===== src/rtl/radial_coverage_histogram_assert.svh =====
// ----------------------------------------------------------------------------
// radial_coverage_histogram_assert
// Assertion macros for the radial coverage histogram.
// ----------------------------------------------------------------------------
`ifndef RADIAL_COVERAGE_HISTOGRAM_ASSERT_SVH
`define RADIAL_COVERAGE_HISTOGRAM_ASSERT_SVH

// Same-cycle implication, disabled during reset.
`define RCH_ASSERT_SAME(label, clk, rst, ante, cons, msg) \
  label: assert property (@(posedge clk) disable iff (rst) (ante) |-> (cons)) \
    else $error(msg);

// Next-cycle implication, disabled during reset.
`define RCH_ASSERT_NEXT(label, clk, rst, ante, cons, msg) \
  label: assert property (@(posedge clk) disable iff (rst) (ante) |=> (cons)) \
    else $error(msg);

`endif


===== src/rtl/rch_pkg.sv =====
// ----------------------------------------------------------------------------
// rch_pkg
// Shared types and constants of the radial coverage histogram.
// ----------------------------------------------------------------------------
package rch_pkg;

  localparam int RADIUS_W = 24;
  localparam int COV_W    = 16;
  localparam int SLICE_W  = 6;
  localparam int OUT_W    = 32;
  localparam int ACT_W    = 7;
  localparam int IDX_W    = 2;
  localparam int CFG_W    = 24;
  localparam int NUM_CNT  = 5;
  localparam int STEP_CW  = 5;

  localparam logic [STEP_CW-1:0] DIV_LAST = STEP_CW'(RADIUS_W - 1);

  localparam logic [IDX_W-1:0] REG_SLICE_STEP    = 2'd0;
  localparam logic [IDX_W-1:0] REG_RADIUS_LIMIT  = 2'd1;
  localparam logic [IDX_W-1:0] REG_ACTIVE_SLICES = 2'd2;

  // Classified voxel handed from front to back.
  typedef struct packed {
    logic [SLICE_W-1:0] slice;
    logic               hit;       // nonzero step and slice below the active slice count
    logic               in_limit;  // radius below the limit
    logic [3:0]         cov_gt;    // coverage above 0, 1, 2, 3
    logic               last;
  } rch_entry_t;

  typedef enum logic [1:0] {
    F_IDLE,
    F_DIV,
    F_PUSH
  } rch_front_state_t;

  typedef enum logic [2:0] {
    B_IDLE,
    B_READ,
    B_UPDATE,
    B_RPT_READ,
    B_RPT_OUT
  } rch_back_state_t;

endpackage


===== src/rtl/rch_queue.sv =====
// ----------------------------------------------------------------------------
// rch_queue
// Two-entry queue of classified words between front and back.
// ----------------------------------------------------------------------------
module rch_queue (
  input  logic                clk,
  input  logic                rst,
  input  logic                push,
  input  rch_pkg::rch_entry_t push_entry,
  output logic                full,
  output logic                valid,
  output rch_pkg::rch_entry_t head,
  input  logic                pop
);

  rch_pkg::rch_entry_t slots [2];
  logic       wr_ptr;
  logic       rd_ptr;
  logic [1:0] count;

  assign full  = (count == 2'd2);
  assign valid = (count != 2'd0);
  assign head  = slots[rd_ptr];

  always_ff @(posedge clk) begin
    if (rst) begin
      wr_ptr <= 1'b0;
      rd_ptr <= 1'b0;
      count  <= 2'd0;
    end else begin
      if (push) begin
        wr_ptr <= ~wr_ptr;
      end
      if (pop) begin
        rd_ptr <= ~rd_ptr;
      end
      if (push && !pop) begin
        count <= count + 2'd1;
      end else if (pop && !push) begin
        count <= count - 2'd1;
      end
    end
  end

  always_ff @(posedge clk) begin
    if (push) begin
      slots[wr_ptr] <= push_entry;
    end
  end

endmodule


===== config.mk =====
export PLATFORM = sky130hd
export DESIGN_NAME = rch_queue
export DESIGN_NICKNAME = d
export VERILOG_FILES = /design/src/rtl/radial_coverage_histogram_assert.svh /design/src/rtl/rch_pkg.sv /design/src/rtl/rch_queue.sv
export SDC_FILE = /design/constraint.sdc
export NUM_CORES = 1
export LEC_CHECK = 0
export BUFFER_PORTS_ARGS = -buffer_cell sky130_fd_sc_hd__buf_4
export CAP_MARGIN = 10
export CORE_MARGIN = 10
export CORE_UTILIZATION = 49
export DETAILED_ROUTE_END_ITERATION = 10
export GPL_TIMING_DRIVEN = 0
export PLACE_DENSITY = 0.87
export SLEW_MARGIN = 20
export SYNTH_ARGS = -nofsm -noshare
export SYNTH_HDL_FRONTEND = slang
export SYNTH_SLANG_ARGS = --single-unit

===== constraint.sdc =====
create_clock -name clk -period 1.66 [get_ports clk]
set_clock_uncertainty 0.15 [all_clocks]
set_input_delay 0.332 -clock clk [delete_from_list [all_inputs] [get_ports clk]]
set_output_delay 0.332 -clock clk [all_outputs]
set_load 0.1 [all_outputs]

Word-level counts from Yosys, hierarchy flattened. Memory sizes are Yosys's and may differ from the RTL's. A register that Yosys moved wholly into a read port is not among the register bits. Index checks and enable logic that the tools add are counted.

Register bits: 4. Memories: 1. Logic and storage cells: 21. Bits in writable memories: 26.

Memory list: slots (depth 2, bits a word 13, read ports 1, clocked after memory_dff 1, write ports 1, line rch_queue.sv:16) `rch_pkg::rch_entry_t slots [2];`.

Mux-type cells: 6. Reduce and logical (&&, ||, !) cells: 6. Equality and inequality tests: 1. Add/sub/neg operators: 2. Bitwise operators: 2.

Operators with widths (count): $mux W1 (4); $mux W2 (2); $reduce_bool A2 Y1 (2); $add A2 B1 Y2 const B (1); $eq A2 B2 Y1 const B (1); $logic_and A1 B1 Y1 (2); $logic_not A1 Y1 (2); $not A1 Y1 (2); $sub A2 B1 Y2 const B (1).

Depth between registers and ports, before layout. Gate-level depths: netlist (run 1).

Word-level depth: 4. Mapped depth: 5. Gate-level depth less buffers: 5.

Worst setup path after synthesis (run 1). OpenSTA, ideal clock, no wires.

Path kind: reg2out. From: register (tool-made name). To: output head[0] (netlist name). Data required time: 1178 ps. Arrival time: 1145 ps. Setup slack: 33 ps. Cell stages (with the launch flop): 3. Path through: dfxtp_1 > buf_2 > mux2_2.

RTL lines: end: declaration (line rch_queue.sv:12) `output rch_pkg::rch_entry_t head,`.

==> results.sh, run 1 <==
export IMPL_ys_ff_latch=31
export IMPL_power_density_nw_per_um2=1210
export IMPL_ios=32
export IMPL_finalMaxSlewViolations=0
export IMPL_min_period_ns=1.84
export IMPL_irDropWorstVdd_uv=1120
export IMPL_rsz0062_at_grt="yes"
export IMPL_initial_utilization_pct=51.6
export IMPL_critical_path_class="flop to primary output"
export IMPL_ys_types=16
export IMPL_path_cells="buf_6 -> mux2_4 -> buf_12"
export IMPL_drtIter0Drc=13
export IMPL_fin_nets=121
export IMPL_syn_area_um2=1140
export IMPL_worst_slack_ns=-0.184
export IMPL_arrival_ns=1.36
export IMPL_grt_pass1_wl_um=3950
export IMPL_cp_max_fo=5
export IMPL_first_pass_iters=3
export IMPL_regArea_um2=887
export IMPL_portBuffers=31
export IMPL_min_path_type="input pin to flop"
export IMPL_dieWidth_um=68.3
export IMPL_violations="negative setup slack"
export IMPL_fillers=130
export IMPL_end_kind="primary output"
export IMPL_synth_cells=62
export IMPL_via_count=667
export IMPL_post_route_period_util_pct=111
export IMPL_status="complete, but fails checks"
export IMPL_cts_buffers=5
export IMPL_clockRootBuffer="clkbuf_4"
export IMPL_first_global_vias=788
export IMPL_overflow=0
export IMPL_clk_path_buf_depth=2
export IMPL_fmax_mhz=542
export IMPL_antenna_found_initial=0
export IMPL_wl_per_cell_um=19.7
export IMPL_drc=0
export IMPL_relSlewSlack_pct=53.3
export IMPL_synth_fp_nets=80
export IMPL_cellLeakagePower_nw=0.704
export IMPL_cp_top_family="flip-flops"
export IMPL_tightest_slew_ns=0.698
export IMPL_gp_congestion=0.668
export IMPL_cts_tree="done"
export IMPL_grt_max_degree=14
export IMPL_synth_avg_cell_area_um2=18.4
export IMPL_placed_cell_area_um2=1410
export IMPL_multiInputGateArea_um2=303
export IMPL_slowest_stage="dfxtp_4"
export IMPL_drive_gt1_share_pct=57.7
export IMPL_setup_violations=13
export IMPL_grt_usage_pct=12.0
export IMPL_cts_sinks=31
export IMPL_rows=17
export IMPL_slowest_delay_ns=0.40
export IMPL_drv_cap=0
export IMPL_wl_um=2600
export IMPL_area_growth_pct=51.6
export IMPL_critical_path_buf_inv_count=2
export IMPL_final_hold_viol_count=0
export IMPL_setup_tns_ns=-2.11
export IMPL_worst_ep_required_time_ns=1.18
export IMPL_ys_seq_area_share_pct=77.1
export IMPL_cts_max_level=2
export IMPL_start_kind="flop"
export IMPL_final_cell_area_um2=1730
export IMPL_num_antenna_cells=0
export IMPL_die_h_um=68.3
export IMPL_clk_pin_slew_ns=0.09
export IMPL_dieArea_um2=4660
export IMPL_clock_latency_ns=0.32
export IMPL_core_area_um2=2210
export IMPL_via_per_inst=5.05
export IMPL_ys_warn_count=0
export IMPL_ant_nets=0
==> synthesized netlist by cell type <==
cell / instances / area, um^2
xnor2_1: 2 / 17.5
nor2b_1: 1 / 6.26
edfxtp_1: 26 / 781
buf_2: 1 / 5.00
or3_1: 1 / 6.26
xor2_1: 2 / 17.5
a21oi_1: 1 / 5.00
o21ai_0: 1 / 5.00
inv_1: 1 / 3.75
dfxtp_1: 5 / 100
ha_1: 1 / 12.5
nor2_1: 4 / 15.0
and2b_2: 1 / 8.76
and2_1: 1 / 6.26
mux2_2: 13 / 146
or2_2: 1 / 6.26
==> final timing paths <==
path | startpoint | slack [ns] | endpoint | cells after the start
hold reg to reg | count[1]$_SDFFE_PP0P_ | 0.38 | count[1]$_SDFFE_PP0P_ | 2
hold / removal | push_entry[5] | 0.04 | slots[0][5]$_DFFE_PP_ | 1
setup reg to reg | wr_ptr$_SDFFE_PP0P_ | 0.21 | slots[1][4]$_DFFE_PP_ | 1
setup / recovery | flop | -0.18 | head[7] | 3
==> registers in the layout (all words and copies together) (netlist names), named ones only <==
signal  cells
slots      26
wr_ptr      1
count       2
rd_ptr      1
==> area by class of cell <==
type                            instances  share of cell area [%]
Timing Repair Buffer                   34                    25.0
Inverter                                1                   0.217
Tap cell                               28                    2.02
Buffer                                  1                   0.650
Clock inverter                          1                   0.217
Sequential cell                        31                    51.2
Clock buffer                            7                    3.18
Multi-Input combinational cell         29                    17.5
==> power breakdown <==
group	switching [mW]	internal, mW	total (mW)
registers	0.0295	0.904	0.934
clock network	0.236	0.203	0.439
logic	0.445	0.278	0.723
==> cells by family (layout without fill, tap and decap cells) <==
kind of cell               count (synthesis)  count (layout)  synth area share, %
DFF                                       31              31                 77.1
buffers and inverters                      2              44                0.766
muxes                                     13              13                 12.8
and+or+nand+nor                            9               9                 4.27
xor gates and xnor gates                   4               4                 3.07
AOI/OAI and AO/OA                          2               2                0.875
adders and majority gates                  1               1                 1.10
==> per-layer routing <==
metal	up-vias	track usage [%]	routed length [um]
met1	323	12.5	1020
met4	0	4.52	27
li1	315	-	-
met5	-	0	0
met2	25	20.5	1340
met3	4	6.04	208
==> what timing repair did <==
action                                  in CTS  in global routing
pin swaps                                    0                  0
resized for setup                           58                  6
endpoints found under the setup margin      28                 15
buffers inserted                             2                  0
gates cloned                                 1                  0
hold endpoints to repair                     0                  0
hold buffers                                 0                  0
==> through the flow <==
step	util [%]	hold WS [ns]	worst slack [ns]	power [mW]	instances
6_report	78.3	0.0428	-0.184	2.10	132
5_1_grt	78.3	0.0194	-0.234	2.18	132
4_1_cts	77.4	0.0296	-0.178	2.07	132
3_5_place_dp	63.7	0.347	-0.252	1.49	121
3_3_place_gp	63.7	0.321	-0.217	1.48	121
2_1_floorplan	-	0.251	0.0328	1.36	62
==> layout by cell type (no fill, tap or decap), drive strengths merged <==
master	synthesis	final
nor2b	1	1
clkbuf	0	7
and2b	1	1
o21ai	1	1
xor2	2	2
clkinv	0	1
nor2	4	4
mux2	13	13
buf	1	35
xnor2	2	2
and2	1	1
ha	1	1
inv	1	1
or2	1	1
dfxtp	5	5
a21oi	1	1
edfxtp	26	26
or3	1	1
(Power assumes the default switching activity.)
==> inputs of run 2 (changes only) <==
MAX_ROUTING_LAYER = met4   (was unset)
RECOVER_POWER = 100   (was unset)
REMOVE_ABC_BUFFERS = 1   (was unset)
==> results.sh, run 2 (synthesized netlist as in run 1, its figures left out) <==
export IMPL_status="complete, but fails checks"
export IMPL_violations="negative setup slack"
export IMPL_dieArea_um2=4660
export IMPL_drc=0
export IMPL_num_antenna_cells=0
export IMPL_top_regs="slots: 26 flops, count: 2 flops"
export IMPL_die_h_um=68.3
export IMPL_min_path_type="input pin to flop"
export IMPL_setup_violations=13
export IMPL_cellLeakagePower_nw=0.693
export IMPL_finalMaxSlewViolations=0
export IMPL_dp_slack_ns=-0.242
export IMPL_first_pass_iters=3
export IMPL_relSlewSlack_pct=54.9
export IMPL_drive_gt1_share_pct=54.8
export IMPL_cts_tree="done"
export IMPL_overflow=0
export IMPL_worst_ep_required_time_ns=1.18
export IMPL_largest_reg_flops=26
export IMPL_drv_cap=0
export IMPL_critical_path_class="flop to primary output"
export IMPL_fin_nets=121
export IMPL_dieWidth_um=68.3
export IMPL_initial_utilization_pct=51.6
export IMPL_final_hold_viol_count=0
export IMPL_clk_pin_slew_ns=0.09
export IMPL_largest_register="slots"
export IMPL_wl_per_cell_um=16.5
export IMPL_rrSetupSlack_ns=0.23
export IMPL_cts_max_level=2
export IMPL_clock_latency_ns=0.31
export IMPL_end_kind="primary output"
export IMPL_tightest_slew_ns=0.674
export IMPL_antenna_found_initial=0
export IMPL_power_density_nw_per_um2=1180
export IMPL_ios=32
export IMPL_cts_buffers=5
export IMPL_post_route_period_util_pct=108
export IMPL_via_per_inst=4.93
export IMPL_cp_max_fo=6
export IMPL_min_period_ns=1.79
export IMPL_dpl_hpwl_um=1350
export IMPL_setup_tns_ns=-1.58
export IMPL_first_global_vias=780
export IMPL_irDropWorstVdd_uv=900
export IMPL_drtIter0Drc=17
export IMPL_grt_pass1_wl_um=3390
export IMPL_core_area_um2=2210
export IMPL_via_count=651
export IMPL_fmax_mhz=559
export IMPL_worst_slack_ns=-0.128
export IMPL_rows=17
export IMPL_rsz0062_at_grt="yes"
export IMPL_clockRootBuffer="clkbuf_4"
export IMPL_clk_path_buf_depth=2
export IMPL_wl_um=2180
export IMPL_arrival_ns=1.31
export IMPL_grt_max_degree=14
export IMPL_gp_congestion=0.647
export IMPL_layout_common_cells="edfxtp_1, clkbuf_4, mux2_4, buf_12, clkbuf_1"
export IMPL_fillers=135
export IMPL_grt_usage_pct=10.5
export IMPL_worst_hold_slack_ns=0.0325
export IMPL_layout_commonest_cell="edfxtp_1"
export IMPL_area_growth_pct=50.7
export IMPL_cts_hold_buffers=0
export IMPL_ant_nets=0
export IMPL_cts_sinks=31
export IMPL_portBuffers=31
export IMPL_start_kind="flop"
export IMPL_final_util_pct=77.8
export IMPL_power_total_mw=2.03
==> run 2: cell count changes in the layout (fill, tap and decap cells not counted), sizes merged <==
cell	change
clkinv	-1
buf	-14
clkbuf	+15
==> run 2: critical path, stage by stage, from the launching register on <==
cell	delay (ns)
dfxtp_4	0.37
buf_8	0.13
mux2_4	0.32
buf_12	0.17
==> run 2: final timing paths <==
| check | endpoint | startpoint | cells after the start |
|---|---|---|---|
| setup / recovery | head[12] | flop | 3 |
| hold / removal | count[1]$_SDFFE_PP0P_ | rst | 2 |
| setup reg to reg | slots[1][8]$_DFFE_PP_ | wr_ptr$_SDFFE_PP0P_ | 1 |
| hold reg to reg | flop | rd_ptr$_SDFFE_PP0P_ | 2 |
==> run 2: where the power goes <==
group | switching, mW | total, mW | internal [mW]
logic | 0.442 | 0.716 | 0.273
clock network | 0.218 | 0.386 | 0.168
registers | 0.0234 | 0.927 | 0.904
total | 0.683 | 2.03 | 1.35
==> run 2: routing by layer <==
metal / global-route usage, % / part of all wire [%]
met1: 10.0 / 40
met2: 17.1 / 48
met3: 6.20 / 10
met4: 3.77 / 1.4
met5: - / 0
==> run 2: layout make-up <==
| type | instances | area [um^2] | area share [%] |
|---|---|---|---|
| Sequential cell | 31 | 887 | 51.5 |
| Timing Repair Buffer | 35 | 440 | 25.6 |
| Multi-Input combinational cell | 29 | 307 | 17.8 |
| Clock buffer | 8 | 48.8 | 2.83 |
| Tap cell | 28 | 35.0 | 2.03 |
| Inverter | 1 | 3.75 | 0.218 |
==> run 2: metrics by stage <==
| step | std cells | instance area, um^2 |
|---|---|---|
| floorplan | 61 | 1140 |
| global placement | 120 | 1410 |
| detailed placement | 120 | 1410 |
| CTS | 131 | 1710 |
| global route | 132 | 1720 |
| finish | 132 | 1720 |
==> run 2: what timing repair did <==
item,4_1_cts,5_1_grt
resized for setup,62,5
hold endpoints to repair,0,0
setup endpoints to repair,28,15
setup buffers,3,1
