<file path="config.mk">
export PLATFORM = sky130hd
export DESIGN_NAME = rch_front
export DESIGN_NICKNAME = d
export VERILOG_FILES = /design/src/rtl/radial_coverage_histogram_assert.svh /design/src/rtl/rch_pkg.sv /design/src/rtl/rch_front.sv
export SDC_FILE = /design/constraint.sdc
export NUM_CORES = 1
export LEC_CHECK = 0
export BUFFER_PORTS_ARGS = -buffer_cell sky130_fd_sc_hd__buf_2
export CORE_MARGIN = 4
export CORE_UTILIZATION = 40
export DETAILED_ROUTE_END_ITERATION = 10
export SLEW_MARGIN = 15
export SYNTH_ARGS = -nofsm -noshare
export SYNTH_HDL_FRONTEND = slang
export SYNTH_SLANG_ARGS = --single-unit
</file>
<file path="constraint.sdc">
create_clock -name clk -period 5.9 [get_ports clk]
set_input_delay 0.295 -clock clk [delete_from_list [all_inputs] [get_ports clk]]
set_output_delay 0.295 -clock clk [all_outputs]
set_load 0.02 [all_outputs]
</file>
<file path="src/rtl/radial_coverage_histogram_assert.svh">
// ----------------------------------------------------------------------------
// radial_coverage_histogram_assert
// Assertion macros for the radial coverage histogram.
// ----------------------------------------------------------------------------
`ifndef RADIAL_COVERAGE_HISTOGRAM_ASSERT_SVH
`define RADIAL_COVERAGE_HISTOGRAM_ASSERT_SVH

// Same-cycle implication, disabled during reset.
`define RCH_ASSERT_SAME(label, clk, rst, ante, cons, msg) \
  label: assert property (@(posedge clk) disable iff (rst) (ante) |-> (cons)) \
    else $error(msg);

// Next-cycle implication, disabled during reset.
`define RCH_ASSERT_NEXT(label, clk, rst, ante, cons, msg) \
  label: assert property (@(posedge clk) disable iff (rst) (ante) |=> (cons)) \
    else $error(msg);

`endif

</file>
<file path="src/rtl/rch_pkg.sv">
// ----------------------------------------------------------------------------
// rch_pkg
// Shared types and constants of the radial coverage histogram.
// ----------------------------------------------------------------------------
package rch_pkg;

  localparam int RADIUS_W = 24;
  localparam int COV_W    = 16;
  localparam int SLICE_W  = 6;
  localparam int OUT_W    = 32;
  localparam int ACT_W    = 7;
  localparam int IDX_W    = 2;
  localparam int CFG_W    = 24;
  localparam int NUM_CNT  = 5;
  localparam int STEP_CW  = 5;

  localparam logic [STEP_CW-1:0] DIV_LAST = STEP_CW'(RADIUS_W - 1);

  localparam logic [IDX_W-1:0] REG_SLICE_STEP    = 2'd0;
  localparam logic [IDX_W-1:0] REG_RADIUS_LIMIT  = 2'd1;
  localparam logic [IDX_W-1:0] REG_ACTIVE_SLICES = 2'd2;

  // Classified voxel handed from front to back.
  typedef struct packed {
    logic [SLICE_W-1:0] slice;
    logic               hit;       // nonzero step and slice below the active slice count
    logic               in_limit;  // radius below the limit
    logic [3:0]         cov_gt;    // coverage above 0, 1, 2, 3
    logic               last;
  } rch_entry_t;

  typedef enum logic [1:0] {
    F_IDLE,
    F_DIV,
    F_PUSH
  } rch_front_state_t;

  typedef enum logic [2:0] {
    B_IDLE,
    B_READ,
    B_UPDATE,
    B_RPT_READ,
    B_RPT_OUT
  } rch_back_state_t;

endpackage

</file>
<file path="src/rtl/rch_front.sv">
// ----------------------------------------------------------------------------
// rch_front
// Takes a voxel, flags its coverage and radius, finds its slice with a
// restoring divider (one quotient bit per cycle) and pushes the word on.
// ----------------------------------------------------------------------------
module rch_front (
  input  logic                          clk,
  input  logic                          rst,
  input  logic                          start,
  output logic                          busy,
  input  logic [rch_pkg::COV_W-1:0]     coverage_value,
  input  logic [rch_pkg::RADIUS_W-1:0]  radius,
  input  logic                          last_point,
  input  logic [rch_pkg::RADIUS_W-1:0]  slice_step,
  input  logic [rch_pkg::RADIUS_W-1:0]  radius_limit,
  input  logic [rch_pkg::ACT_W-1:0]     nsl,
  input  logic                          q_full,
  output logic                          push,
  output rch_pkg::rch_entry_t           push_entry
);

  rch_pkg::rch_front_state_t state, state_next;

  logic [rch_pkg::RADIUS_W-1:0] dividend;
  logic [rch_pkg::RADIUS_W-1:0] rem;
  logic [rch_pkg::RADIUS_W-1:0] quot;
  logic [rch_pkg::STEP_CW-1:0]  cnt;
  logic                         step_zero;
  logic                         in_limit;
  logic [3:0]                   cov_gt;
  logic                         last;

  logic [rch_pkg::RADIUS_W:0]   trial;
  logic [rch_pkg::RADIUS_W:0]   diff;
  logic                         ge;
  logic                         accept;
  logic                         hit;

  assign accept = start && (state == rch_pkg::F_IDLE);
  assign busy   = (state != rch_pkg::F_IDLE);

  assign trial = {rem, dividend[rch_pkg::RADIUS_W-1]};
  assign ge    = (trial >= {1'b0, slice_step});
  assign diff  = trial - {1'b0, slice_step};

  assign hit = !step_zero &&
               (quot < {{(rch_pkg::RADIUS_W-rch_pkg::ACT_W){1'b0}}, nsl});

  always_comb begin
    state_next = state;
    push       = 1'b0;
    case (state)
      rch_pkg::F_IDLE: begin
        if (start) begin
          state_next = (slice_step == '0) ? rch_pkg::F_PUSH : rch_pkg::F_DIV;
        end
      end
      rch_pkg::F_DIV: begin
        if (cnt == rch_pkg::DIV_LAST) begin
          state_next = rch_pkg::F_PUSH;
        end
      end
      rch_pkg::F_PUSH: begin
        // hold the word until the queue has room
        if (!q_full) begin
          push       = 1'b1;
          state_next = rch_pkg::F_IDLE;
        end
      end
      default: state_next = rch_pkg::F_IDLE;
    endcase
  end

  always_ff @(posedge clk) begin
    if (rst) begin
      state <= rch_pkg::F_IDLE;
    end else begin
      state <= state_next;
    end
  end

  always_ff @(posedge clk) begin
    if (accept) begin
      dividend  <= radius;
      rem       <= '0;
      quot      <= '0;
      cnt       <= '0;
      step_zero <= (slice_step == '0);
      in_limit  <= (radius < radius_limit);
      cov_gt[0] <= (coverage_value > rch_pkg::COV_W'(0));
      cov_gt[1] <= (coverage_value > rch_pkg::COV_W'(1));
      cov_gt[2] <= (coverage_value > rch_pkg::COV_W'(2));
      cov_gt[3] <= (coverage_value > rch_pkg::COV_W'(3));
      last      <= last_point;
    end else if (state == rch_pkg::F_DIV) begin
      dividend <= {dividend[rch_pkg::RADIUS_W-2:0], 1'b0};
      rem      <= ge ? diff[rch_pkg::RADIUS_W-1:0] : trial[rch_pkg::RADIUS_W-1:0];
      quot     <= {quot[rch_pkg::RADIUS_W-2:0], ge};
      cnt      <= cnt + 1'b1;
    end
  end

  always_comb begin
    push_entry.slice    = quot[rch_pkg::SLICE_W-1:0];
    push_entry.hit      = hit;
    push_entry.in_limit = in_limit;
    push_entry.cov_gt   = cov_gt;
    push_entry.last     = last;
  end

endmodule

</file>
After elaboration in Yosys (flattened, before gate mapping)
Cells that the tools add are included.
- bits in registers: 86
- input bits: 100
- output and inout port bits: 15
- word-level logic and storage cells: 42
- $add $sub $neg: 2
- magnitude comparators: 7
- eq/ne operators: 6
- mux-type cells: 10
- reductions and logical operators: 8
- operators by type and width (cell ; count):
    2-to-1 mux 24 bit ; 3
    > comparator 16 x 1 -> 1 bit (second input constant) ; 2
    > comparator 16 x 2 -> 1 bit (second input constant) ; 2
    greater-or-equal comparator 25 x 24 -> 1 bit ; 1
    logical NOT 24 bit ; 1
    less-than comparator 24 bit ; 1
    less-than comparator 24 x 7 -> 1 bit ; 1
    subtractor 24 bit ; 1
    2-to-1 mux 2 bit ; 4
    inequality test 2 bit (second input constant) ; 3
    one-hot mux 2 bit (3 select lines) ; 1
    adder 5 x 1 -> 5 bit (second input constant) ; 1
    == test 5 bit (second input constant) ; 1
    nonzero test 2 bit ; 2
    AND reduction 3 bit ; 1
    == test 2 x 1 -> 1 bit (second input constant) ; 1
    == test 2 bit (second input constant) ; 1
    logical AND 1 bit ; 2
    logical NOT 2 bit ; 1
    2-to-1 mux 1 bit ; 2
    logical NOT 1 bit ; 1

Logic depth before layout (Yosys ltp)
Gate-level depths: netlist (run 1).
- depth in word-level cells: 4
- depth in mapped cells: 12
- depth with buffers taken out: 11

Worst setup path after synthesis (run 1)
OpenSTA, ideal clock, no wires.
- kind: register -> register
- from: register dividend[23] in the netlist's numbering
- to: register rem[16] in the netlist's numbering
- library setup time: 0.070 ns
- arrival: 2.317 ns
- required time: 5.830 ns
- slack: 3.514 ns
- cell stages (with the launch flop): 12
- buffers on the path: 0
- clock period less this slack: 2.386 ns
- cell sequence: edfxtp_1 > inv_1 > ha_1 > fa_1 > nor2b_1 > o21bai_1 > a31oi_1 > a211o_1 > a21oi_1 > nand4bb_1 > a41o_2 > a21oi_1
- longest elaborated chain between the ends: 2
- elaborated cells between the ends (all ways): 3
- those cells by class: 1 x add/sub; 1 x order compare; 1 x mux
- ends and longest elaborated chain (element ; RTL line ; RTL):
    start: declaration ; rch_front.sv:24 ; logic [rch_pkg::RADIUS_W-1:0] dividend;
    start signal: assignment ; rch_front.sv:84 ; dividend <= radius;
    start signal: assignment ; rch_front.sv:96 ; dividend <= {dividend[rch_pkg::RADIUS_W-2:0], 1'b0};
    subtractor 24 bit or greater-or-equal comparator 25 x 24 -> 1 bit (tied branches) ; rch_front.sv:44, rch_front.sv:43 ;
    2-to-1 mux 24 bit (*) ; rch_front.sv:97 ; rem <= ge ? diff[rch_pkg::RADIUS_W-1:0] : trial[rch_pkg::RADIUS_W-1:0];
    end signal: assignment ; rch_front.sv:97 ;
    end: declaration ; rch_front.sv:25 ; logic [rch_pkg::RADIUS_W-1:0] rem;
Every way passes the cells marked *; elsewhere a longest branch is shown, timed or not.
A chain may end at the register's enable or synchronous reset.

Final worst setup path (run 1)
- from: register rem[7] in the netlist's numbering
- to: register rem[19] in the netlist's numbering
- longest elaborated chain between the ends: 2
- elaborated cells between the ends (all ways): 3
- those cells by class: 1 x add/sub; 1 x order compare; 1 x mux
- ends and longest elaborated chain (element ; RTL line):
    subtractor 24 bit or greater-or-equal comparator 25 x 24 -> 1 bit (tied branches) ; rch_front.sv:44, rch_front.sv:43
    2-to-1 mux 24 bit (*) ; rch_front.sv:97
Marked as above.

==> impl_metrics.csv, run 1 <==
group,metric,value,unit
worst_hold_path,worstHoldPathType,"in2reg",
routing,drc_violations,0,
floorplan,floorplan.initialDensity,0.409,
cts,clock_tree_from_tritoncts,"done",
yosys,syn_avg_cell_area,8.35,um^2
sta,tightestPinTransition,995,ps
sta,worst_slew_margin_rel,0.335,
cts,clock_slew_at_reported_path_ffs,70,ps
finish,postLayoutCellArea,6600,um^2
finish,post_route_cells_drive_above_1_share,0.190,
place,detailedPlace.worstSlack,2660,ps
setup_path,critical_path_arrival,3290,ps
global_route,wire_length_of_the_first_global_routing_pass,22.8,mm
yosys,netlist.area_leader.share,0.193,
routing,num_vias,5025,
finish,layout-area-overhead-vs-synth,15.8,%
place,place.gp.congestion,0.882,
floorplan,fp.dieArea,16200,um^2
finish,layout.cells.non_filler,961,
routing,first_iter_violations,325,
sta,report.final.setup_viol,0,
setup_path,cpPeakStageDelay,790,ps
yosys,yosys.cell_count.top_type,"nand2_1",
cts,cts_sinks,86,
pwr,power_density,315,nW/um^2
sta,finalClockSkew,9.11,ps
floorplan,core_region_area,13900,um^2
sta,timing.final.ws_setup,2780,ps
sta,timing.final.crit_share,0.528,
global_route,grt_start_max_net_pins,65,
sta,fin_hold_ws,132,ps
cts,ctsHtreeMaxLevel,3,
flow_run,max_cap_violations,0,
sta,finalHoldViolCount,0,
yosys,ys_seq_area_frac,0.356,
yosys,synth_common_cells,"nand2_1 (142), inv_1 (60), dfxtp_1 (55)",
finish,final.fill_count,1372,
finish,utilization,0.474,
place,placed_cell_area,6300,um^2
finish,diodes,0,
yosys,leading_cell_types_by_total_area_after_synthesis,"dfxtp_1 (19%), edfxtp_1 (16%), ha_1 (12%)",
floorplan,fp.dieW,127,um
setup_path,timing.critical_path.required,6070,ps
yosys,ys.warnings.count,0,
routing,via_to_cell_ratio,5.23,
yosys,synth_fp_nets,838,
sta,fmax,321,MHz
cts,cts.path.max_buffers,2,
yosys,synth.ff_latch_count,86,
setup_path,crit_path_start_kind,"flop",
pwr,leakage,3.22,nW
cts,cts_buffers,9,
setup_path,critical_path.slowest_cell,"a21oi_4",
setup_path,end_kind,"flop",
yosys,yosys_most_used_dff,"dfxtp_1",
place,port_buffers,114,
routing,finalWirelength,13.7,mm
finish,finalNetCount,931,
place,placed_cells_incl_taps,945,
sta,unrepaired_setup_endpoints_after_global_routing,"false",
place,dpl.hpwl,10.4,mm
floorplan,io_pins,115,
global_route,grt_remaining_overflow,0,
routing,ant_nets,0,
yosys,synthCells,683,
sta,period_needed,3120,ps
global_route,first_global_vias,4919,
cts,cts_resized,0,
run_status,run_status,"finished, final reports clean",
sta,maxSlewViolCount,0,
yosys,yosys.area.top_type,"dfxtp_1",
global_route,grt_antenna_before_repair,0,
floorplan,dieHeight,127,um
yosys,yosysUniqueCellTypes,62,
cts,holdBufCountCts,0,
global_route,global_route_usage_over_all_layers,0.169,
setup_path,path_cells,"ha_1 -> a21oi_2 -> o21a_1 -> a2bb2oi_2 -> a31oi_1 -> a31o_2 -> a21oi_4 -> nand2b_1 -> o22ai_1",
setup_path,critical_path_class,"reg2reg",
floorplan,std_cell_rows,43,
routing,detail_route.wl_per_cell,14.3,um
sta,timing.setup.tns,0,ps
setup_path,maximum_fanout_along_the_worst_path,26,
cts,clock-root-buffer,"clkbuf_16",
yosys,mappedNetlistArea,5700,um^2
yosys,synth-async-reset-ratio,0,
routing,drt_pass1_iterations,5,
cts,post-cts-setup-buffers,0,
cts,clk-insertion-delay-late,330,ps
yosys,synth_enable_flop_cells,31,
pwr,totalPowerFinal,2.08,mW
pwr,vdd_drop_max,0.182,mV
routing by layer:
metal | vias to the layer above | track usage | share of wire
met3 | 15 | 0.0301 | 0.041
met2 | 111 | 0.286 | 0.48
met5 | - | 0 | 0
met4 | 0 | 0.0448 | 0.013
li1 | 2571 | - | -
met1 | 2328 | 0.221 | 0.46
flip-flops by register name, indices dropped and copies added (netlist names):
register,count
cov_gt,4
last,1
dividend,24
rem,24
in_limit,1
step_zero,1
quot,24
state,2
cnt,5
cell type report:
| type | count | area [um^2] | share of cell area |
|---|---|---|---|
| multi-input cells | 502 | 3220 | 0.488 |
| repair buffers | 117 | 593 | 0.0898 |
| clock inverters | 3 | 21.3 | 0.00322 |
| inverters | 60 | 225 | 0.0341 |
| clock buffers | 13 | 284 | 0.0430 |
| flip-flops and latches | 86 | 2030 | 0.308 |
| well taps | 180 | 225 | 0.0341 |
worst max-delay path: cells and delay by family (launching register included):
family	cells	cell delay (ps)
simple gates	1	330
fa+ha+maj	1	370
compound gates	7	1900
flops	1	330
placed cells by master, fill, tap and decap left out, drive strengths merged, types with 3 or more instances in the layout:
| cell type | synthesis | layout |
|---|---|---|
| nor3b | 5 | 5 |
| o21ai | 57 | 57 |
| nor2 | 26 | 26 |
| clkbuf | 21 | 13 |
| buf | 13 | 117 |
| ha | 54 | 54 |
| o21a | 6 | 6 |
| and3 | 7 | 7 |
| o22ai | 5 | 5 |
| nand2 | 142 | 142 |
| nand4b | 3 | 3 |
| nand2b | 7 | 7 |
| nor4 | 13 | 13 |
| nand4 | 10 | 10 |
| nand3 | 6 | 6 |
| xnor2 | 15 | 15 |
| mux2i | 17 | 17 |
| a21oi | 46 | 46 |
| o21bai | 3 | 3 |
| a31oi | 9 | 9 |
| a21o | 15 | 15 |
| edfxtp | 31 | 31 |
| dfxtp | 55 | 55 |
| nor2b | 5 | 5 |
| xor2 | 8 | 8 |
| a211o | 4 | 4 |
| inv | 60 | 63 |
| nor3 | 4 | 4 |
| a211oi | 3 | 3 |
power breakdown:
part | total (mW) | switching [mW] | internal [mW]
logic | 0.736 | 0.425 | 0.311
clock network | 0.577 | 0.236 | 0.341
registers | 0.769 | 0.0544 | 0.715
worst paths after layout:
kind / start / to / slack (ps) / cells after the start
setup reg to reg: rem[7]$_SDFFE_PP0P_ / rem[19]$_SDFFE_PP0P_ / 2780 / 9
hold / removal: last_point / last$_DFFE_PP_ / 130 / 1
hold reg to reg: quot[22]$_SDFFE_PP0P_ / quot[23]$_SDFFE_PP0P_ / 480 / 2
setup / recovery: rem[7]$_SDFFE_PP0P_ / rem[19]$_SDFFE_PP0P_ / 2780 / 9
logic make-up after synthesis:
logic type,count (synthesis),share of synthesized area
buffers and inverters,95,0.0801
flip-flops,86,0.356
multiplexers,18,0.0318
XOR/XNOR,23,0.0353
AO/OA/AOI/OAI,165,0.180
adder cells (fa/ha/maj),55,0.122
AND/OR/NAND/NOR,241,0.195
Note: power is estimated with default switching activity, not from simulation.
==> inputs of run 2 (changes only) <==
clock period = 2.9 ns   (was 5.9 ns; I/O delays follow)
==> run 2 against run 1 <==
  * First-iteration DRC count up 1.2%
  * Via count shrank 1.4%
  * Global-route usage is 0.52 points higher
  * Clock skew about the same
  * Setup slack worse by 2600 ps
  * Non-clock buffer count rose by 10
  * Combinational power is 120% higher
  * Critical path depth up 2
  * Die area is the same
  * Design area up 1.4%
==> impl_metrics.csv, run 2 (synthesis results as in run 1) <==
group,metric,value,unit
finish,finalNetCount,941,
pwr,power_density,639,nW/um^2
sta,finalClockSkew,9.01,ps
routing,drc_violations,0,
setup_path,critical_path_arrival,2920,ps
sta,finalHoldViolCount,0,
sta,timing.final.crit_share,0.937,
finish,post_route_cells_drive_above_1_share,0.200,
cts,ctsHtreeMaxLevel,3,
finish,largest_registers,"dividend: 24 flops, quot: 24 flops, rem: 24 flops",
setup_path,critical_path_class,"reg2reg",
cts,cts_sinks,86,
sta,unrepaired_setup_endpoints_after_global_routing,"false",
floorplan,dieHeight,127,um
finish,seq_area,2030,um^2
floorplan,fp.dieArea,16200,um^2
finish,total_area_of_multi_input_combinational_cells,3230,um^2
place,place.gp.congestion,0.875,
sta,tightestPinTransition,851,ps
global_route,first_global_vias,4882,
routing,num_vias,4954,
pwr,leakage,3.26,nW
setup_path,rr_startpoint,"rem[7]$_SDFFE_PP0P_",
global_route,grt_remaining_overflow,0,
sta,period_needed,2720,ps
place,dpl.hpwl,10.6,mm
global_route,wire_length_of_the_first_global_routing_pass,23.1,mm
cts,clock_tree_from_tritoncts,"done",
cts,cts.path.max_buffers,2,
routing,detail_route.wl_per_cell,14.4,um
finish,layout.cells.non_filler,971,
setup_path,timing.critical_path.required,3100,ps
finish,utilization,0.481,
setup_path,crit_path_start_kind,"flop",
finish,layout-area-overhead-vs-synth,17.4,%
finish,final.fill_count,1366,
run_status,run_status,"finished, final reports clean",
setup_path,crit_path_start,"rem[7]$_SDFFE_PP0P_",
floorplan,std_cell_rows,43,
routing,drt_pass1_iterations,4,
setup_path,maximum_fanout_along_the_worst_path,11,
global_route,grt_start_max_net_pins,62,
sta,timing.setup.tns,0,ps
sta,maxSlewViolCount,0,
pwr,vdd_drop_max,0.319,mV
routing,ant_nets,0,
global_route,grt_antenna_before_repair,0,
floorplan,io_pins,115,
finish,layout_commonest_cell,"nand2_1",
worst_hold_path,hold_start,"coverage_value[0]",
floorplan,floorplan.initialDensity,0.409,
cts,clk-insertion-delay-late,350,ps
setup_path,end_kind,"flop",
routing,first_iter_violations,329,
worst_hold_path,worstHoldPathType,"in2reg",
global_route,global_route_usage_over_all_layers,0.174,
flow_run,max_cap_violations,0,
floorplan,fp.dieW,127,um
routing,via_to_cell_ratio,5.10,
finish,final_cell_mix,"nand2_1 (142), buf_2 (114), inv_1 (59), dfxtp_1 (55)",
routing,finalWirelength,14.0,mm
cts,cts_buffers,9,
sta,fmax,368,MHz
cts,clock-root-buffer,"clkbuf_16",
sta,fin_hold_ws,77.2,ps
finish,diodes,0,
place,port_buffers,114,
sta,timing.final.ws_setup,183,ps
place,placed_cells_incl_taps,953,
cts,clock_slew_at_reported_path_ffs,70,ps
floorplan,core_region_area,13900,um^2
place,detailedPlace.worstSlack,102,ps
sta,worst_slew_margin_rel,0.433,
sta,report.final.setup_viol,0,
## run 2: changes by cell type in the layout (fill, tap and decap cells not counted)
cell	change
buf_4	+6
buf_12	+2
clkbuf_16	-2
clkinv_4	+2
dlygate4sd3_1	+2
a2111oi_0	-1
a2111oi_2	+1
a21oi_1	-1
a21oi_2	+1
clkbuf_2	-1
clkbuf_8	+1
inv_4	-1
inv_6	+1
## run 2: routing by layer
layer | vias up | global-route usage | share of wire
met4 | 0 | 0.0593 | 0.015
met1 | 2265 | 0.224 | 0.46
met5 | - | 0 | 0
met2 | 86 | 0.292 | 0.48
met3 | 14 | 0.0318 | 0.038
li1 | 2589 | - | -
## run 2: area by class of cell
cell class                      instances  share of cell area
Inverter                               60              0.0336
Sequential cell                        86               0.303
Tap cell                              180              0.0336
Clock inverter                          5             0.00617
Clock buffer                           11              0.0362
Multi-Input combinational cell        502               0.483
Timing Repair Buffer                  127               0.104
## run 2: worst max-delay path, stage by stage, from the launching register on
cell and delay [ps]:
dfxtp_1 320, ha_1 370, a21oi_2 220, o21a_1 180
a2bb2oi_2 160, a31oi_1 140, a31o_2 310, a21oi_4 290
buf_12 170, buf_4 130, mux2i_1 180, o21ai_0 90
## run 2: power by group
part           total (mW)  switching (mW)  internal (mW)  leakage, nW
clock                1.13           0.514          0.615        0.141
sequential           1.56           0.112           1.45        0.740
combinational        1.59           0.891          0.694         2.38
## run 2: metrics by stage
| stage | power, mW | instance area [um^2] |
|---|---|---|
| detailed placement | 3.15 | 6380 |
| global placement | 3.13 | 6380 |
| finish | 4.28 | 6700 |
| floorplan | 2.75 | 5700 |
| global route | 4.57 | 6700 |
| CTS | 4.31 | 6690 |
## run 2: path summary, 6_finish.rpt
path                            to  slack (ps)  depth (start not counted)
min reg2reg  quot[23]$_SDFFE_PP0P_         460                          2
min            cov_gt[0]$_DFFE_PP_          80                          2
max reg2reg    rem[2]$_SDFFE_PP0P_         180                         11
max            rem[2]$_SDFFE_PP0P_         180                         11
## run 2: repair_timing
item / in CTS / in global routing
gates resized for setup: 0 / 3
buffers inserted: 0 / 0
hold endpoints to repair: 3 / 0
hold buffers: 2 / 0
endpoints found under the setup margin: 0 / 4
==> inputs of run 3 (changes only) <==
CORE_UTILIZATION = 56   (was 40)
PLACE_DENSITY = 0.82   (was not set)
==> run 3 against run 2 <==
  * Hold slack got worse by 30 ps
  * Sequential cell count unchanged
  * Sequential power hardly changed
  * Critical path depth did not move
==> impl_metrics.csv, run 3 (synthesis results as in run 1) <==
group,metric,value,unit
run_status,run_status,"finished, final reports clean",
setup_path,maximum_fanout_along_the_worst_path,3,
global_route,wire_length_of_the_first_global_routing_pass,22.1,mm
setup_path,critPathTopFamily,"compound AO/OA/AOI/OAI gates",
routing,drc_violations,0,
sta,maxSlewViolCount,0,
routing,finalWirelength,13.9,mm
sta,unrepaired_setup_endpoints_after_global_routing,"false",
finish,final_cell_mix,"nand2_1 (142), buf_2 (114), inv_1 (59), dfxtp_1 (55)",
setup_path,critical_path_class,"reg2reg",
setup_path,path_cells,"inv_1 -> ha_1 -> fa_1 -> nor2b_1 -> o21bai_1 -> a31oi_2 -> a2111oi_1 -> o31ai_1 -> xor2_1 -> mux2i_1 -> o21ai_0",
cts,clock_tree_from_tritoncts,"done",
place,placed_cell_area,6310,um^2
routing,first_iter_violations,269,
global_route,global_route_usage_over_all_layers,0.235,
finish,final.fill_count,816,
setup_path,crit_path_start,"dividend[23]$_DFFE_PP_",
setup_path,crit_path_start_kind,"flop",
setup_path,critical_path.slowest_cell,"a2111oi_1",
pwr,leakage,3.24,nW
sta,timing.final.crit_share,0.919,
sta,tightestPinTransition,884,ps
setup_path,timing.critical_path.required,3130,ps
cts,clock_slew_at_reported_path_ffs,100,ps
routing,ant_nets,0,
setup_path,worst_r2r_path_depth,11,
cts,cts.path.max_buffers,2,
finish,postLayoutCellArea,6590,um^2
setup_path,critical_path_arrival,2900,ps
cts,ctsHtreeMaxLevel,3,
sta,worst_slew_margin_rel,0.411,
place,port_buffers,114,
global_route,grt_remaining_overflow,0,
routing,detail_route.wl_per_cell,15.0,um
global_route,first_global_vias,4744,
floorplan,fp.dieArea,11900,um^2
sta,report.final.setup_viol,0,
cts,clock-root-buffer,"clkbuf_8",
setup_path,critical_path.endpoint,"rem[22]$_SDFFE_PP0P_",
sta,finalClockSkew,12.4,ps
cts,clk-insertion-delay-late,370,ps
worst_hold_path,worstHoldPathType,"in2reg",
pwr,power_density,618,nW/um^2
sta,finalHoldViolCount,0,
floorplan,fp.dieW,109,um
routing,drt_pass1_iterations,4,
pwr,vdd_drop_max,0.316,mV
sta,timing.final.ws_setup,235,ps
sta,fmax,375,MHz
finish,largest_registers,"dividend: 24 flops, quot: 24 flops, rem: 24 flops",
cts,cts_buffers,9,
global_route,grt_antenna_before_repair,0,
routing,num_vias,5168,
setup_path,end_kind,"flop",
finish,post_route_cells_drive_above_1_share,0.203,
floorplan,std_cell_rows,36,
place,dpl.hpwl,10.6,mm
routing,via_to_cell_ratio,5.57,
setup_path,rr_startpoint,"dividend[23]$_DFFE_PP_",
finish,layout-area-overhead-vs-synth,15.5,%
place,place.gp.congestion,0.974,
floorplan,core_region_area,9860,um^2
floorplan,io_pins,115,
finish,utilization,0.668,
setup_path,worstPathBufferInverterCount,1,
sta,period_needed,2660,ps
setup_path,path_depth,11,
setup_path,r2r_setup_slack,240,ps
place,detailedPlace.worstSlack,83.8,ps
floorplan,dieHeight,109,um
floorplan,floorplan.initialDensity,0.578,
finish,diodes,0,
flow_run,max_cap_violations,0,
finish,finalNetCount,944,
setup_path,cpPeakStageDelay,570,ps
cts,cts_sinks,86,
sta,timing.setup.tns,0,ps
global_route,grt_start_max_net_pins,65,
setup_path,timing.rr.end,"rem[22]$_SDFFE_PP0P_",
finish,layout_commonest_cell,"nand2_1",
[run 3: through the flow]
step,total power [mW],hold WS [ps],instances
2_1_floorplan,2.75,214,683
3_5_place_dp,3.14,322,906
6_report,4.07,47.4,927
3_3_place_gp,3.10,316,906
4_1_cts,4.03,33.6,924
5_1_grt,4.32,37.4,927
[run 3: area by class of cell]
cell class,instances,area (um^2),share of cell area
Clock buffer,11,163,0.0247
Clock inverter,5,46.3,0.00703
Inverter,60,225,0.0342
Multi-Input combinational cell,502,3230,0.491
Sequential cell,86,2030,0.309
Tap cell,133,166,0.0253
Timing Repair Buffer,130,721,0.109
[run 3: power breakdown]
part / total, mW / switching (mW) / internal [mW]
sequential: 1.57 / 0.117 / 1.45
combinational: 1.62 / 0.898 / 0.719
clock: 0.883 / 0.481 / 0.402
[run 3: worst min path at each step]
stage / startpoint / to / slack, ps / depth (start not counted)
final: coverage_value[0] / cov_gt[0]$_DFFE_PP_ / 50 / 2
after global routing: coverage_value[0] / cov_gt[0]$_DFFE_PP_ / 40 / 2
after CTS: coverage_value[0] / cov_gt[0]$_DFFE_PP_ / 30 / 2
after detailed placement: rst / state[1]$_SDFFE_PP0P_ / 320 / 2
after global placement: rst / state[1]$_SDFFE_PP0P_ / 320 / 2
after floorplan: rst / state[1]$_SDFFE_PP0P_ / 210 / 1
[run 3: per-layer routing]
| layer | up-vias | share of wire | global-route usage |
|---|---|---|---|
| met2 | 136 | 0.48 | 0.390 |
| li1 | 2608 | - | - |
| met5 | - | 0 | 0 |
| met3 | 22 | 0.050 | 0.0503 |
| met1 | 2402 | 0.45 | 0.308 |
| met4 | 0 | 0.018 | 0.0667 |
[run 3: repair_timing]
action	4_1_cts	5_1_grt
setup buffers	0	3
endpoints found under the setup margin	0	21
hold endpoints to repair	3	0
gates resized for setup	0	3
hold buffers	2	0
